**src/ppc_pkg.sv**
```systemverilog
// shared types, constants and helpers of the point projection and cull block
`default_nettype none
package ppc_pkg;

  localparam int COORD_W  = 21;
  localparam int SUB_BITS = 4;
  localparam int VP_W     = 16;
  localparam int COEF_W   = 16;
  localparam int DIST_W   = 44;
  localparam int CAM_W    = 3 * COORD_W;
  localparam int DIFF_W   = COORD_W + 1;
  localparam int SQ_W     = 2 * DIFF_W - 1;
  localparam int PROD_W   = COEF_W + COORD_W;
  localparam int CST_W    = COEF_W + 8;
  localparam int CLIP_W   = PROD_W + 2;
  localparam int NUM_W    = CLIP_W + 1;
  localparam int Q_W      = VP_W + SUB_BITS;
  localparam int DEPTH_W  = 16;
  localparam int QDEPTH   = 4;

  localparam logic signed [CLIP_W-1:0] W_EPS = CLIP_W'(104);
  localparam logic [Q_W-1:0] DEPTH_SCALE = Q_W'(65535);

  localparam logic [1:0] REASON_VISIBLE = 2'd0;
  localparam logic [1:0] REASON_FAR     = 2'd1;
  localparam logic [1:0] REASON_FRUSTUM = 2'd2;
  localparam logic [1:0] REASON_BEHIND  = 2'd3;

  localparam logic [2:0] REG_ROW0 = 3'd0;
  localparam logic [2:0] REG_ROW1 = 3'd1;
  localparam logic [2:0] REG_ROW2 = 3'd2;
  localparam logic [2:0] REG_ROW3 = 3'd3;
  localparam logic [2:0] REG_CAM  = 3'd4;
  localparam logic [2:0] REG_MAXD = 3'd5;
  localparam logic [2:0] REG_VPW  = 3'd6;
  localparam logic [2:0] REG_VPH  = 3'd7;

  typedef struct packed {
    logic [3:0][63:0]   row;
    logic [CAM_W-1:0]   cam;
    logic [DIST_W-1:0]  maxd;
    logic [VP_W-1:0]    vpw;
    logic [VP_W-1:0]    vph;
  } cfg_t;

  typedef struct packed {
    logic [1:0]       reason;
    logic [NUM_W-1:0] num_x;
    logic [NUM_W-1:0] num_y;
    logic [NUM_W-1:0] num_z;
    logic [NUM_W-1:0] twow;
  } q_entry_t;

  typedef struct packed {
    logic [NUM_W-1:0] r;
    logic [Q_W-1:0]   q;
  } div_t;

  // one bit of floor(a*b/c) by long division over the bits of a
  function automatic div_t div_step(input logic [NUM_W-1:0] r, input logic [Q_W-1:0] q,
                                    input logic [NUM_W-1:0] b, input logic [NUM_W-1:0] c,
                                    input logic abit);
    logic [NUM_W:0] t;
    logic [Q_W-1:0] qq;
    div_t res;
    qq = q << 1;
    t = {r, 1'b0};
    if (t >= {1'b0, c}) begin
      t = t - {1'b0, c};
      qq = qq + Q_W'(1);
    end
    if (abit) t = t + {1'b0, b};
    if (t >= {1'b0, c}) begin
      t = t - {1'b0, c};
      qq = qq + Q_W'(1);
    end
    res.r = t[NUM_W-1:0];
    res.q = qq;
    return res;
  endfunction

endpackage
`default_nettype wire

```
**src/ppc_queue.sv**
```systemverilog
// small queue between the classifying front and the divider back end
`default_nettype none
module ppc_queue
  import ppc_pkg::*;
#(
  parameter int DEPTH = QDEPTH
) (
  input  wire logic clk,
  input  wire logic rst_n,
  input  wire logic push,
  input  q_entry_t  wdata,
  input  wire logic pop,
  output q_entry_t  rdata,
  output logic      full,
  output logic      empty
);

  localparam int PW = $clog2(DEPTH);
  localparam int CW = $clog2(DEPTH + 1);

  q_entry_t      mem [DEPTH];
  logic [PW-1:0] wp_r, rp_r;
  logic [CW-1:0] cnt_r;

  assign full  = (cnt_r == CW'(DEPTH));
  assign empty = (cnt_r == '0);
  assign rdata = mem[rp_r];

  always_ff @(posedge clk) begin
    if (push) mem[wp_r] <= wdata;
  end

  always_ff @(posedge clk) begin
    if (!rst_n) begin
      wp_r  <= '0;
      rp_r  <= '0;
      cnt_r <= '0;
    end else begin
      if (push) wp_r <= (wp_r == PW'(DEPTH - 1)) ? '0 : wp_r + PW'(1);
      if (pop)  rp_r <= (rp_r == PW'(DEPTH - 1)) ? '0 : rp_r + PW'(1);
      if (push && !pop)      cnt_r <= cnt_r + CW'(1);
      else if (pop && !push) cnt_r <= cnt_r - CW'(1);
    end
  end

`ifndef ASSERT_OFF
  a_no_overflow: assert property (@(posedge clk) disable iff (!rst_n)
    full |-> !push || pop) else $error("queue push while full");
  a_no_underflow: assert property (@(posedge clk) disable iff (!rst_n)
    empty |-> !pop) else $error("queue pop while empty");
  a_count_up: assert property (@(posedge clk) disable iff (!rst_n)
    push && !pop |=> cnt_r == $past(cnt_r) + CW'(1)) else $error("queue count slip");
`endif

endmodule
`default_nettype wire

```
**config.mk**
```make
export PLATFORM = sky130hd
export DESIGN_NAME = ppc_queue
export DESIGN_NICKNAME = d
export VERILOG_FILES = /design/src/ppc_pkg.sv /design/src/ppc_queue.sv
export SDC_FILE = /design/constraint.sdc
export NUM_CORES = 1
export LEC_CHECK = 0
export ABC_AREA = 1
export BUFFER_PORTS_ARGS = -buffer_cell sky130_fd_sc_hd__clkbuf_2
export CELL_PAD_IN_SITES_DETAIL_PLACEMENT = 0
export CELL_PAD_IN_SITES_GLOBAL_PLACEMENT = 1
export CORE_ASPECT_RATIO = 2
export CORE_MARGIN = 2
export CORE_UTILIZATION = 43
export DETAILED_ROUTE_END_ITERATION = 10
export PLACE_DENSITY = 0.8
export SLEW_MARGIN = 20
export SYNTH_ARGS = -nofsm -noshare
export SYNTH_HDL_FRONTEND = slang
export SYNTH_SLANG_ARGS = --single-unit
```
**constraint.sdc**
```tcl
create_clock -name clk -period 4.25 [get_ports clk]
set_input_delay 0.6375 -clock clk [delete_from_list [all_inputs] [get_ports clk]]
set_output_delay 0.6375 -clock clk [all_outputs]
set_load 0.005 [all_outputs]
```
==> run summary <==
Status = complete, no violations
Post-CTS Setup Bufs = 0
R2r endpoint = mem[0][81]$_DFFE_PP_
Synth unique cells = 25
Critical path data required time = 3610 ps
FF+latch count, synth = 657
Register area = 19600 um2
Crit Path Class = reg -> out
Max Freq = 293 MHz
Met1 Wirelength = 22200 um
Net Count, Synth = 1798
Maxcap violations = 0
Arrival time at the worst endpoint = 2780 ps
Ports = 330
Ys Warns = 0
Detail Route Antenna Nets = 0
Post-route clock period utilization = 80.4%
Met2 WL = 25100 um
Hold path cells = 1
Ratio of cells with drive above 1 in the final layout = 22.7%
CTS Buf Count = 54
Crit. End Element = output pin
Worst path slowest cell = dfxtp_4
Post-CTS Hold Fix Bufs = 0
Slew @ Worst Pin = 912 ps
CTS sink count = 657
Cell family with most CP delay = buffers and inverters
Die H = 342 um
Footprint of the multi-input gates = 4090 um2
Slowest stage delay, CP = 510 ps
Clock Latency Late Sink = 600 ps
Final count of hold timing violations = 0
Critical path cell sequence = inv_12, buf_4, o21ai_0, o22ai_1, clkbuf_2
Final nets = 2109
DR vias/cell = 5.32
Gate Count Post-Synth = 1625
Worst R2R Path Depth = 5
Largest net degree at the start of global routing = 178
Port-buffer cells = 329
R2R Setup Slk = 1890 ps
Final Setup Violations = 0
DR vias = 14546
Synth Cell Area = 24600 um2
Fill cell count = 4820
Reg clk slew, reported paths = 70 ps
Leakage power total = 0.00990 uW
Vias in the first global route = 14291
Slew HR = 39.1%
Most frequent cells in the layout = edfxtp_1, nor2_1, clkbuf_2
Sequential share of the synthesized area = 79.9%
Worst min-delay path class = in -> reg
Tmin final = 3420 ps
Total grt overflow = 0
DRC violations left = 0
Wire length per cell = 19.9 um
Initial Util = 43.3%
Total wire length = 54400 um
Peak VDD IR = 403 uV
FP Rows = 124
Width of the die = 173 um
Initial DRC count = 984
Gp weighted congestion = 0.733
Hold Slack = 253 ps
CP max FO = 177
Layout area overhead = 16.5%
PwrDens = 478 nW/um2
Commonest non-fill, non-tap cell in the layout = edfxtp_1
Power Total = 13700 uW
Initial antenna violation count = 15
DIE AREA = 59200 um2
Core Area = 56800 um2
Top Layer Used = met5
Worst Skew = 11.2 ps
Initial DRT Pass Iterations = 4
Slew Viols, Final = 0
TNS Setup = 0 ps
Reg-to-Reg Start = wp_r[0]$_SDFFE_PN0P_
CTS tree = yes
Cts repair resizes = 0
RSZ-0062 raised after global routing = no
Worst hold start = wdata[56]
GRT Util Overall = 18.0%
Dpl hpwl = 32000 um
Root buf cell = clkbuf_16
Met3 routed WL = 5750 um
Hold endpoint = mem[2][56]$_DFFE_PP_
Setup crit start kind = flip-flop
Syn Area/Cell = 15.1 um2
First-pass GRT wire length = 82400 um
Htree depth = 2
CP bufs+invs = 3
Max clock buf depth = 3
[cell usage after synthesis]
cell type,n,share of area [%]
xor2_1,1,0.036
o22ai_1,160,4.1
buf_12,3,0.24
nor2_1,332,5.1
inv_2,1,0.015
buf_6,23,1.1
inv_12,1,0.066
buf_8,7,0.43
fa_1,1,0.081
o21ai_0,295,6.0
clkbuf_2,6,0.12
nand2_1,8,0.12
a21oi_1,3,0.061
ha_1,6,0.31
nand4_1,1,0.025
nand3_1,1,0.020
nor3_1,4,0.081
buf_2,20,0.41
clkbuf_1,38,0.58
inv_1,14,0.21
o21ai_1,32,0.65
buf_4,9,0.28
dfxtp_1,9,0.73
o22ai_2,2,0.10
edfxtp_1,648,79
[worst max-delay path by stage]
stage | from | endpoint | slack, ps | cells past startpoint
after CTS | flip-flop | rdata[86] | 870 | 5
after global routing | flip-flop | rdata[86] | 730 | 5
after floorplan | push | mem[3][0]$_DFFE_PP_ | 740 | 2
final | flip-flop | rdata[86] | 830 | 5
after detailed placement | flip-flop | rdata[86] | 1530 | 5
after global placement | flip-flop | rdata[86] | 1570 | 5
[layout make-up]
cell class,count,share of cell area [%]
well taps,756,3.31
diodes,3,0.0262
clock buffers,68,4.98
flip-flops and latches,657,68.7
repair buffers,361,7.34
multi-input cells,846,14.3
inverters,16,0.315
clock inverters,28,1.08
[per-stage QoR]
| stage | area [um2] | util (%) | std cells | setup slack, ps |
|---|---|---|---|---|
| 2_1_floorplan | 24600 | - | 1625 | 737 |
| 3_3_place_gp | 26900 | 47.3 | 2636 | 1570 |
| 4_1_cts | 28600 | 50.4 | 2732 | 874 |
| 3_5_place_dp | 26900 | 47.3 | 2636 | 1530 |
| 5_1_grt | 28600 | 50.4 | 2733 | 728 |
| 6_report | 28600 | 50.4 | 2735 | 834 |
[layer usage]
metal  GRT usage [%]  up-vias
li1                -     6777
met1            23.0     7154
met2            28.8      484
met3            6.99      105
met4            5.31       26
met5               0        -
[report_power, final]
group / internal [uW] / leakage (uW) / switching [uW]
registers: 7410 / 0.00603 / 69.8
clock network: 2740 / 0.000843 / 2180
logic: 444 / 0.00303 / 835
total: 10600 / 0.00990 / 3080
[cell families (layout without fill, tap and decap cells)]
logic type | count (synthesis) | count (layout) | synth area share, %
xor+xnor | 1 | 1 | 0.0357
compound gates | 492 | 492 | 10.9
flops | 657 | 657 | 79.9
simple gates | 346 | 346 | 5.32
buf+inv | 122 | 473 | 3.41
other cells | 0 | 3 | 0
fa+ha+maj | 7 | 7 | 0.387
[registers in the layout (all words and copies together), names as in the netlist, named ones only]
register	count
cnt_r	3
mem	648
rp_r	2
wp_r	2
Power figures use the tool's default switching activity.
