## src/ppc_pkg.sv

```systemverilog
// shared types, constants and helpers of the point projection and cull block
`default_nettype none
package ppc_pkg;

  localparam int COORD_W  = 21;
  localparam int SUB_BITS = 4;
  localparam int VP_W     = 16;
  localparam int COEF_W   = 16;
  localparam int DIST_W   = 44;
  localparam int CAM_W    = 3 * COORD_W;
  localparam int DIFF_W   = COORD_W + 1;
  localparam int SQ_W     = 2 * DIFF_W - 1;
  localparam int PROD_W   = COEF_W + COORD_W;
  localparam int CST_W    = COEF_W + 8;
  localparam int CLIP_W   = PROD_W + 2;
  localparam int NUM_W    = CLIP_W + 1;
  localparam int Q_W      = VP_W + SUB_BITS;
  localparam int DEPTH_W  = 16;
  localparam int QDEPTH   = 4;

  localparam logic signed [CLIP_W-1:0] W_EPS = CLIP_W'(104);
  localparam logic [Q_W-1:0] DEPTH_SCALE = Q_W'(65535);

  localparam logic [1:0] REASON_VISIBLE = 2'd0;
  localparam logic [1:0] REASON_FAR     = 2'd1;
  localparam logic [1:0] REASON_FRUSTUM = 2'd2;
  localparam logic [1:0] REASON_BEHIND  = 2'd3;

  localparam logic [2:0] REG_ROW0 = 3'd0;
  localparam logic [2:0] REG_ROW1 = 3'd1;
  localparam logic [2:0] REG_ROW2 = 3'd2;
  localparam logic [2:0] REG_ROW3 = 3'd3;
  localparam logic [2:0] REG_CAM  = 3'd4;
  localparam logic [2:0] REG_MAXD = 3'd5;
  localparam logic [2:0] REG_VPW  = 3'd6;
  localparam logic [2:0] REG_VPH  = 3'd7;

  typedef struct packed {
    logic [3:0][63:0]   row;
    logic [CAM_W-1:0]   cam;
    logic [DIST_W-1:0]  maxd;
    logic [VP_W-1:0]    vpw;
    logic [VP_W-1:0]    vph;
  } cfg_t;

  typedef struct packed {
    logic [1:0]       reason;
    logic [NUM_W-1:0] num_x;
    logic [NUM_W-1:0] num_y;
    logic [NUM_W-1:0] num_z;
    logic [NUM_W-1:0] twow;
  } q_entry_t;

  typedef struct packed {
    logic [NUM_W-1:0] r;
    logic [Q_W-1:0]   q;
  } div_t;

  // one bit of floor(a*b/c) by long division over the bits of a
  function automatic div_t div_step(input logic [NUM_W-1:0] r, input logic [Q_W-1:0] q,
                                    input logic [NUM_W-1:0] b, input logic [NUM_W-1:0] c,
                                    input logic abit);
    logic [NUM_W:0] t;
    logic [Q_W-1:0] qq;
    div_t res;
    qq = q << 1;
    t = {r, 1'b0};
    if (t >= {1'b0, c}) begin
      t = t - {1'b0, c};
      qq = qq + Q_W'(1);
    end
    if (abit) t = t + {1'b0, b};
    if (t >= {1'b0, c}) begin
      t = t - {1'b0, c};
      qq = qq + Q_W'(1);
    end
    res.r = t[NUM_W-1:0];
    res.q = qq;
    return res;
  endfunction

endpackage
`default_nettype wire

```

## src/ppc_regs.sv

```systemverilog
// configuration register file on the apb-style port
`default_nettype none
module ppc_regs
  import ppc_pkg::*;
(
  input  wire logic        clk,
  input  wire logic        rst_n,
  input  wire logic        psel,
  input  wire logic        penable,
  input  wire logic        pwrite,
  input  wire logic [5:0]  paddr,
  input  wire logic [63:0] pwdata,
  output logic [63:0]      prdata,
  output cfg_t             cfg
);

  cfg_t       cfg_r;
  logic [2:0] idx;

  assign idx = paddr[5:3];
  assign cfg = cfg_r;

  always_ff @(posedge clk) begin
    if (!rst_n) begin
      cfg_r.row[0] <= 64'd4096;
      cfg_r.row[1] <= 64'd4096 << 16;
      cfg_r.row[2] <= 64'd4096 << 32;
      cfg_r.row[3] <= 64'd4096 << 48;
      cfg_r.cam    <= '0;
      cfg_r.maxd   <= '1;
      cfg_r.vpw    <= VP_W'(1920);
      cfg_r.vph    <= VP_W'(1080);
    end else if (psel && penable && pwrite) begin
      case (idx)
        REG_ROW0: cfg_r.row[0] <= pwdata;
        REG_ROW1: cfg_r.row[1] <= pwdata;
        REG_ROW2: cfg_r.row[2] <= pwdata;
        REG_ROW3: cfg_r.row[3] <= pwdata;
        REG_CAM:  cfg_r.cam    <= pwdata[CAM_W-1:0];
        REG_MAXD: cfg_r.maxd   <= pwdata[DIST_W-1:0];
        REG_VPW:  cfg_r.vpw    <= pwdata[VP_W-1:0];
        REG_VPH:  cfg_r.vph    <= pwdata[VP_W-1:0];
        default:  ;
      endcase
    end
  end

  always_comb begin
    case (idx)
      REG_ROW0: prdata = cfg_r.row[0];
      REG_ROW1: prdata = cfg_r.row[1];
      REG_ROW2: prdata = cfg_r.row[2];
      REG_ROW3: prdata = cfg_r.row[3];
      REG_CAM:  prdata = 64'(cfg_r.cam);
      REG_MAXD: prdata = 64'(cfg_r.maxd);
      REG_VPW:  prdata = 64'(cfg_r.vpw);
      REG_VPH:  prdata = 64'(cfg_r.vph);
      default:  prdata = '0;
    endcase
  end

endmodule
`default_nettype wire

```

## config.mk

```make
export PLATFORM = sky130hd
export DESIGN_NAME = ppc_regs
export DESIGN_NICKNAME = d
export VERILOG_FILES = /design/src/ppc_pkg.sv /design/src/ppc_regs.sv
export SDC_FILE = /design/constraint.sdc
export NUM_CORES = 1
export LEC_CHECK = 0
export BUFFER_PORTS_ARGS = -buffer_cell sky130_fd_sc_hd__buf_2
export CELL_PAD_IN_SITES_DETAIL_PLACEMENT = 0
export CELL_PAD_IN_SITES_GLOBAL_PLACEMENT = 1
export CORE_ASPECT_RATIO = 0.8
export CORE_MARGIN = 2
export CORE_UTILIZATION = 37
export DETAILED_ROUTE_END_ITERATION = 10
export PLACE_DENSITY = 0.87
export SKIP_CTS_REPAIR_TIMING = 1
export SLEW_MARGIN = 15
export SYNTH_ARGS = -nofsm -noshare
export SYNTH_HDL_FRONTEND = slang
export SYNTH_SLANG_ARGS = --single-unit
```

## constraint.sdc

```tcl
create_clock -name clk -period 1.7 [get_ports clk]
set_clock_uncertainty 0.1 [all_clocks]
set_input_delay 0.085 -clock clk [delete_from_list [all_inputs] [get_ports clk]]
set_output_delay 0.085 -clock clk [all_outputs]
set_load 0.05 [all_outputs]
```

==> results of run 1 <==
[cell usage after synthesis (13+ instances only)]
cell type	count	area, um^2
nand2_1	169	634
buf_2	42	210
inv_1	14	52.6
nor2_1	54	203
a21oi_1	72	360
dfxtp_1	395	7910
nand3_1	388	1940
nand2b_1	22	138
mux2i_1	44	440
buf_6	13	146
a22oi_1	54	405
nor2b_1	28	175
o22ai_1	23	144
mux2_2	35	394
a211oi_1	15	113
o21ai_1	56	280
o21ai_0	281	1410
nor3b_1	13	97.6
buf_1	40	150
clkbuf_1	95	357
[worst max-delay path by stage]
stage	end	from
5_1_grt	prdata[26]	cfg[229]$_SDFFE_PN0P_
3_5_place_dp	prdata[63]	paddr[3]
4_1_cts	prdata[14]	cfg[14]$_SDFFE_PN0P_
6_report	prdata[26]	cfg[293]$_SDFFE_PN0P_
3_3_place_gp	prdata[20]	paddr[3]
2_1_floorplan	prdata[22]	cfg[54]$_SDFFE_PN1P_
[cell families after synthesis]
logic type | after synthesis
buffers and inverters | 209
multiplexers | 80
AND/OR/NAND/NOR | 686
AO/OA/AOI/OAI | 567
flip-flops | 395
[per-layer routing]
layer / wire length, um / vias to the layer above / global-route usage, %
met2: 30600 / 869 / 42.9
met1: 27000 / 8351 / 34.5
met4: 1840 / 0 / 8.77
li1: - / 8099 / -
met5: 0 / - / 0
met3: 6260 / 135 / 6.25
[tightest hold or removal path, cell delays in order]
cell	delay [ns]
buf_6	0.16
nand3_2	0.12
buf_12	0.18
o21ai_0	0.09
[power by group]
part / internal [mW] / switching [mW]
combinational: 0.882 / 1.69
clock: 5.49 / 3.78
sequential: 9.33 / 0.0648
[per-stage QoR]
step | setup TNS, ns | util (%) | std cells | setup WS (ns) | instance area [um^2]
2_1_floorplan | -1.70 | - | 1937 | -0.205 | 16700
3_5_place_dp | -0.0254 | 47.2 | 2922 | -0.0178 | 20400
6_report | -2.73 | 55.6 | 3114 | -0.189 | 24000
5_1_grt | -6.74 | 55.6 | 3112 | -0.239 | 24000
3_3_place_gp | -0.00439 | 47.2 | 2922 | -0.00439 | 20400
4_1_cts | -11.58 | 50.4 | 2997 | -0.300 | 21800
[area by class of cell]
cell class                      instances  area share (%)
Timing Repair Buffer                  733            21.8
Sequential cell                       395            33.6
Tap cell                              560            2.92
Antenna cell                            4          0.0417
Inverter                               14           0.219
Multi-Input combinational cell       1333            35.6
Clock inverter                         10           0.458
Clock buffer                           65            5.33
==> results.yml, run 1 <==
sta:
  finalHoldViolations: 0
  hold_ws_ns: 0.0599
  rsz0062_at_grt: "yes"
  worst_pin_slew_ns: 0.411
  max-slew-margin-rel_pct: 72.6
  clock.fmax_mhz: 529
  finalMaxSlewViolations: 0
  fin_crit_sh_pct: 111
  setup_viol: 50
  min_period_ns: 1.89
  worst_slack_ns: -0.189
critical_path:
  cp_max_fo: 3
  required_ns: 1.51
  critPathTopFamily: "compound AO/OA/AOI/OAI gates"
  crit_path_max_incr_delay_ns: 0.40
  crit_arrival_ns: 1.70
  crit_path_end_kind: "output pin"
  worstPathCellList: "inv_1 -> a21o_1 -> a21oi_1 -> o22a_1 -> buf_6"
  critical_path_buf_inv_count: 2
  r2r-start: "cfg[56]$_SDFFE_PN1P_"
  reg2reg_depth: 3
  crit_path_start_kind: "flop"
  critical_path_class: "flop to output pin"
  slowest_stage: "dfxtp_1"
  rrSetupSlack_ns: 0.39
  cp.depth: 5
  r2r-end: "cfg[56]$_SDFFE_PN1P_"
floorplanning:
  die_h_um: 191
  core_mm2: 0.0432
  rows: 68
  ioPinCount: 534
  initial_core_util_pct: 37.6
  die_w_um: 238
  fp.dieArea_mm2: 0.0456
detailed_routing:
  wl_per_cell_um: 21.1
  viasPerCell: 5.61
  vias: 17500
  drc: 0
  wl_um: 65600
  first_iter_violations: 1361
  ant_nets: 0
  firstDrtPassIters: 5
clock_network:
  cts.sinks: 395
  cts_tree: "built"
  htreeDepth: 2
  path_clk_slew_ns: 0.07
  insertion_delay_ns: 0.54
  root_buffer: "clkbuf_16"
  cts_made_buffers: 42
  cts.path.max_buffers: 3
synthesis:
  synth_edf_count: 0
  avgSynthCellArea_um2: 8.39
  synth_seq_cells: 395
  syn_nets: 2012
  synth_adder_area_share_pct: 0
  synth_flop_cell: "dfxtp_1"
  synth_top_family_by_area: "simple AND/OR/NAND/NOR gates"
  syn_inst: 1937
  yosysSeqAreaShare_pct: 48.7
  synth_compound_area_share_pct: 19.9
  syn_area_mm2: 0.0162
  synth-xor-area-share_pct: 0
  muxShareOfSynthArea_pct: 5.27
  ys_types: 41
  synth-simple-area-share_pct: 20.3
  synth_warnings: 0
  postSynth.asyncResetShare_pct: 0
pwr:
  leakagePower_nw: 10.3
  peakVddDrop_mv: 0.659
  power_mw: 21.2
  power.density_mw_per_mm2: 884
cells_and_area:
  seq_area_mm2: 0.00808
  largest_register_ffs: 395
  multi_input_area_mm2: 0.00855
  fillers: 3812
  drive_gt1_share_pct: 41.8
  most-common-layout-cells: "462 x buf_2, 388 x nand3_1, 280 x o21ai_0"
  final_nets: 2594
  final_common_cell: "buf_2"
  area_growth_pct: 47.8
min_path:
  min_from: "paddr[5]"
  hold_path.class: "input pin to flop"
  worstHoldPathCells: 4
  hold_path_end: "cfg[12]$_SDFFE_PN0P_"
place:
  io_buffers: 530
  place_congestion: 0.894
  hpwl_um: 44200
global_route:
  grt_max_degree: 74
  grt-ovfl-total: 0
  grt_pass1_wl_um: 94300
  grt_pass1_vias: 15700
  grt.total_usage_pct: 26.4
  antenna_found_initial: 2
run_status:
  status: "finished with violations"
  violations: "negative setup slack"
job:
  drv_cap: 0
No activity file was read; power rests on OpenSTA's default activity.
==> run 2, diff against run 1 <==
REMOVE_ABC_BUFFERS = 1   (was unset)
==> run 2 against run 1 <==
  * Hold slack lost 0.0074 ns
  * Design area decreased by 2.8%
  * Sequential power about the same
  * Maximum frequency is 0.94% higher
  * Final cell count grew 0.29%
  * Register-to-register slack about the same
  * Global-route usage is 0.088 points higher
  * Critical endpoint unchanged
  * Highest routed layer is now met5
  * Clock power is 2.9% lower
  * The flow still finishes with violations (negative setup slack)
  * Via count barely moved
==> results.yml, run 2 (synthesis results as in run 1) <==
pwr:
  leakagePower_nw: 10.2
  clkPwrFrac_pct: 43.2
  power.density_mw_per_mm2: 892
  sw_frac_of_total_pct: 26.1
  power_mw: 20.8
  seqPwrFrac_pct: 45.1
  p_sw_mw: 5.45
  peakVddDrop_mv: 0.647
  p_int_mw: 15.4
  power_frac_comb_pct: 11.8
detailed_routing:
  viasPerCell: 5.59
  vias: 17400
  ant_nets: 0
  first_iter_violations: 1268
  drc: 0
  wl_per_cell_um: 21.0
  firstDrtPassIters: 6
  wl_um: 65500
sta:
  fin_crit_sh_pct: 110
  worst_pin_slew_ns: 0.633
  setup_viol: 54
  rsz0062_at_grt: "yes"
  finalHoldViolations: 0
  finalMaxSlewViolations: 0
  min_period_ns: 1.87
  worst_slack_ns: -0.171
  clock.fmax_mhz: 534
  max-slew-margin-rel_pct: 57.8
critical_path:
  crit_end: "prdata[26]"
  critical_path_class: "flop to output pin"
  required_ns: 1.51
  cp_max_fo: 3
  worstPathCellList: "mux2_2 -> a22oi_2 -> nor2_1 -> o22a_1 -> buf_6"
  crit_path_end_kind: "output pin"
  setup.worst_path.start: "cfg[229]$_SDFFE_PN0P_"
  slowest_stage: "dfxtp_2"
  r2r-start: "cfg[5]$_SDFFE_PN1P_"
  reg2reg_depth: 3
  crit_arrival_ns: 1.69
  crit_path_max_incr_delay_ns: 0.34
  crit_path_start_kind: "flop"
  r2r-end: "cfg[5]$_SDFFE_PN1P_"
  rrSetupSlack_ns: 0.40
clock_network:
  insertion_delay_ns: 0.53
  cts_tree: "built"
  root_buffer: "clkbuf_16"
  htreeDepth: 2
  cts.path.max_buffers: 3
  path_clk_slew_ns: 0.06
  cts.sinks: 395
  cts_made_buffers: 41
cells_and_area:
  most-common-layout-cells: "462 x buf_2, 388 x nand3_1, 280 x o21ai_0"
  stdcell_count: 3123
  fillers: 3897
  drive_gt1_share_pct: 39.7
  final_nets: 2609
  seq_area_mm2: 0.00809
  multi_input_area_mm2: 0.00791
  final_area_mm2: 0.0234
  largest_register_ffs: 395
  final_common_cell: "buf_2"
  area_growth_pct: 43.8
place:
  io_buffers: 530
  hpwl_um: 45400
  place_area_mm2: 0.0202
  place_congestion: 0.927
  placed_cells: 2943
global_route:
  grt.total_usage_pct: 26.5
  grt_pass1_wl_um: 94000
  use_met2_pct: 42.7
  grt_pass1_vias: 15800
  antenna_found_initial: 4
  met1_usage_pct: 34.5
  grt-ovfl-total: 0
  met3_usage_pct: 6.99
  grt_max_degree: 81
  grt-busiest-layer: "met2"
floorplanning:
  fp.dieArea_mm2: 0.0456
  rows: 68
  die_h_um: 191
  die_w_um: 238
  core_mm2: 0.0432
  initial_core_util_pct: 37.6
  ioPinCount: 534
min_path:
  hold_path.class: "input pin to flop"
run_status:
  status: "finished with violations"
  violations: "negative setup slack"
job:
  drv_cap: 0
## run 2: cell types whose count changed in the layout (fill, tap and decap cells not counted), sizes merged
cell / change
buf: +15
clkbuf: -10
clkinvlp: +2
diode: -2
inv: +2
bufinv: +1
dlygate4sd3: +1
## run 2: per-stage QoR
stage,setup WS [ns],setup TNS (ns),util [%],hold WS (ns)
after floorplan,-1.08,-308.73,-,0.0469
after global placement,-0.0679,-0.462,46.6,0.206
after detailed placement,-0.0722,-0.628,46.6,0.214
after CTS,-0.282,-9.77,49.7,-0.364
after global routing,-0.248,-7.47,54.0,0.0761
final,-0.171,-3.17,54.0,0.0525
## run 2: routing by layer
| metal | part of all wire, % | vias to the layer above | routed length [um] |
|---|---|---|---|
| li1 | - | 8124 | - |
| met1 | 41 | 8345 | 27100 |
| met2 | 47 | 846 | 30500 |
| met3 | 9.4 | 123 | 6130 |
| met4 | 2.6 | 4 | 1720 |
| met5 | 0.032 | - | 21 |
## run 2: power by group through the flow
stage / registers [mW] / logic, mW / clock network [mW]
after CTS: 9.39 / 2.13 / 9.14
after global placement: 9.60 / 2.11 / 0
after detailed placement: 9.60 / 2.13 / 0
final: 9.40 / 2.45 / 9.00
after global routing: 9.40 / 2.57 / 9.48
after floorplan: 9.84 / 0.772 / 0
## run 2: area by class of cell
| class | instances | area share (%) |
|---|---|---|
| antenna | 2 | 0.0214 |
| clock buffer | 55 | 4.93 |
| clock inverter | 15 | 0.755 |
| inverter | 14 | 0.225 |
| multi-input combinational | 1333 | 33.9 |
| sequential | 395 | 34.6 |
| tap | 560 | 3.00 |
| timing repair buffer | 749 | 22.6 |
## run 2: worst min path at each step
stage,startpoint,end,slack [ns],depth (start not counted)
detailed placement,pwdata[14],cfg[46]$_SDFFE_PN1P_,0.21,3
global placement,pwdata[27],cfg[59]$_SDFFE_PN1P_,0.21,3
floorplan,rst_n,cfg[10]$_SDFFE_PN1P_,0.05,1
finish,paddr[5],cfg[10]$_SDFFE_PN1P_,0.05,5
CTS,pwdata[14],cfg[46]$_SDFFE_PN1P_,-0.36,3
global route,paddr[5],cfg[10]$_SDFFE_PN1P_,0.08,5
## run 2: critical path, delay by kind of cell, from the launching register on
family	cells	cell delay, ns
flops	1	0.34
mux	1	0.27
compound gates	2	0.33
simple gates	1	0.06
buf+inv	1	0.16
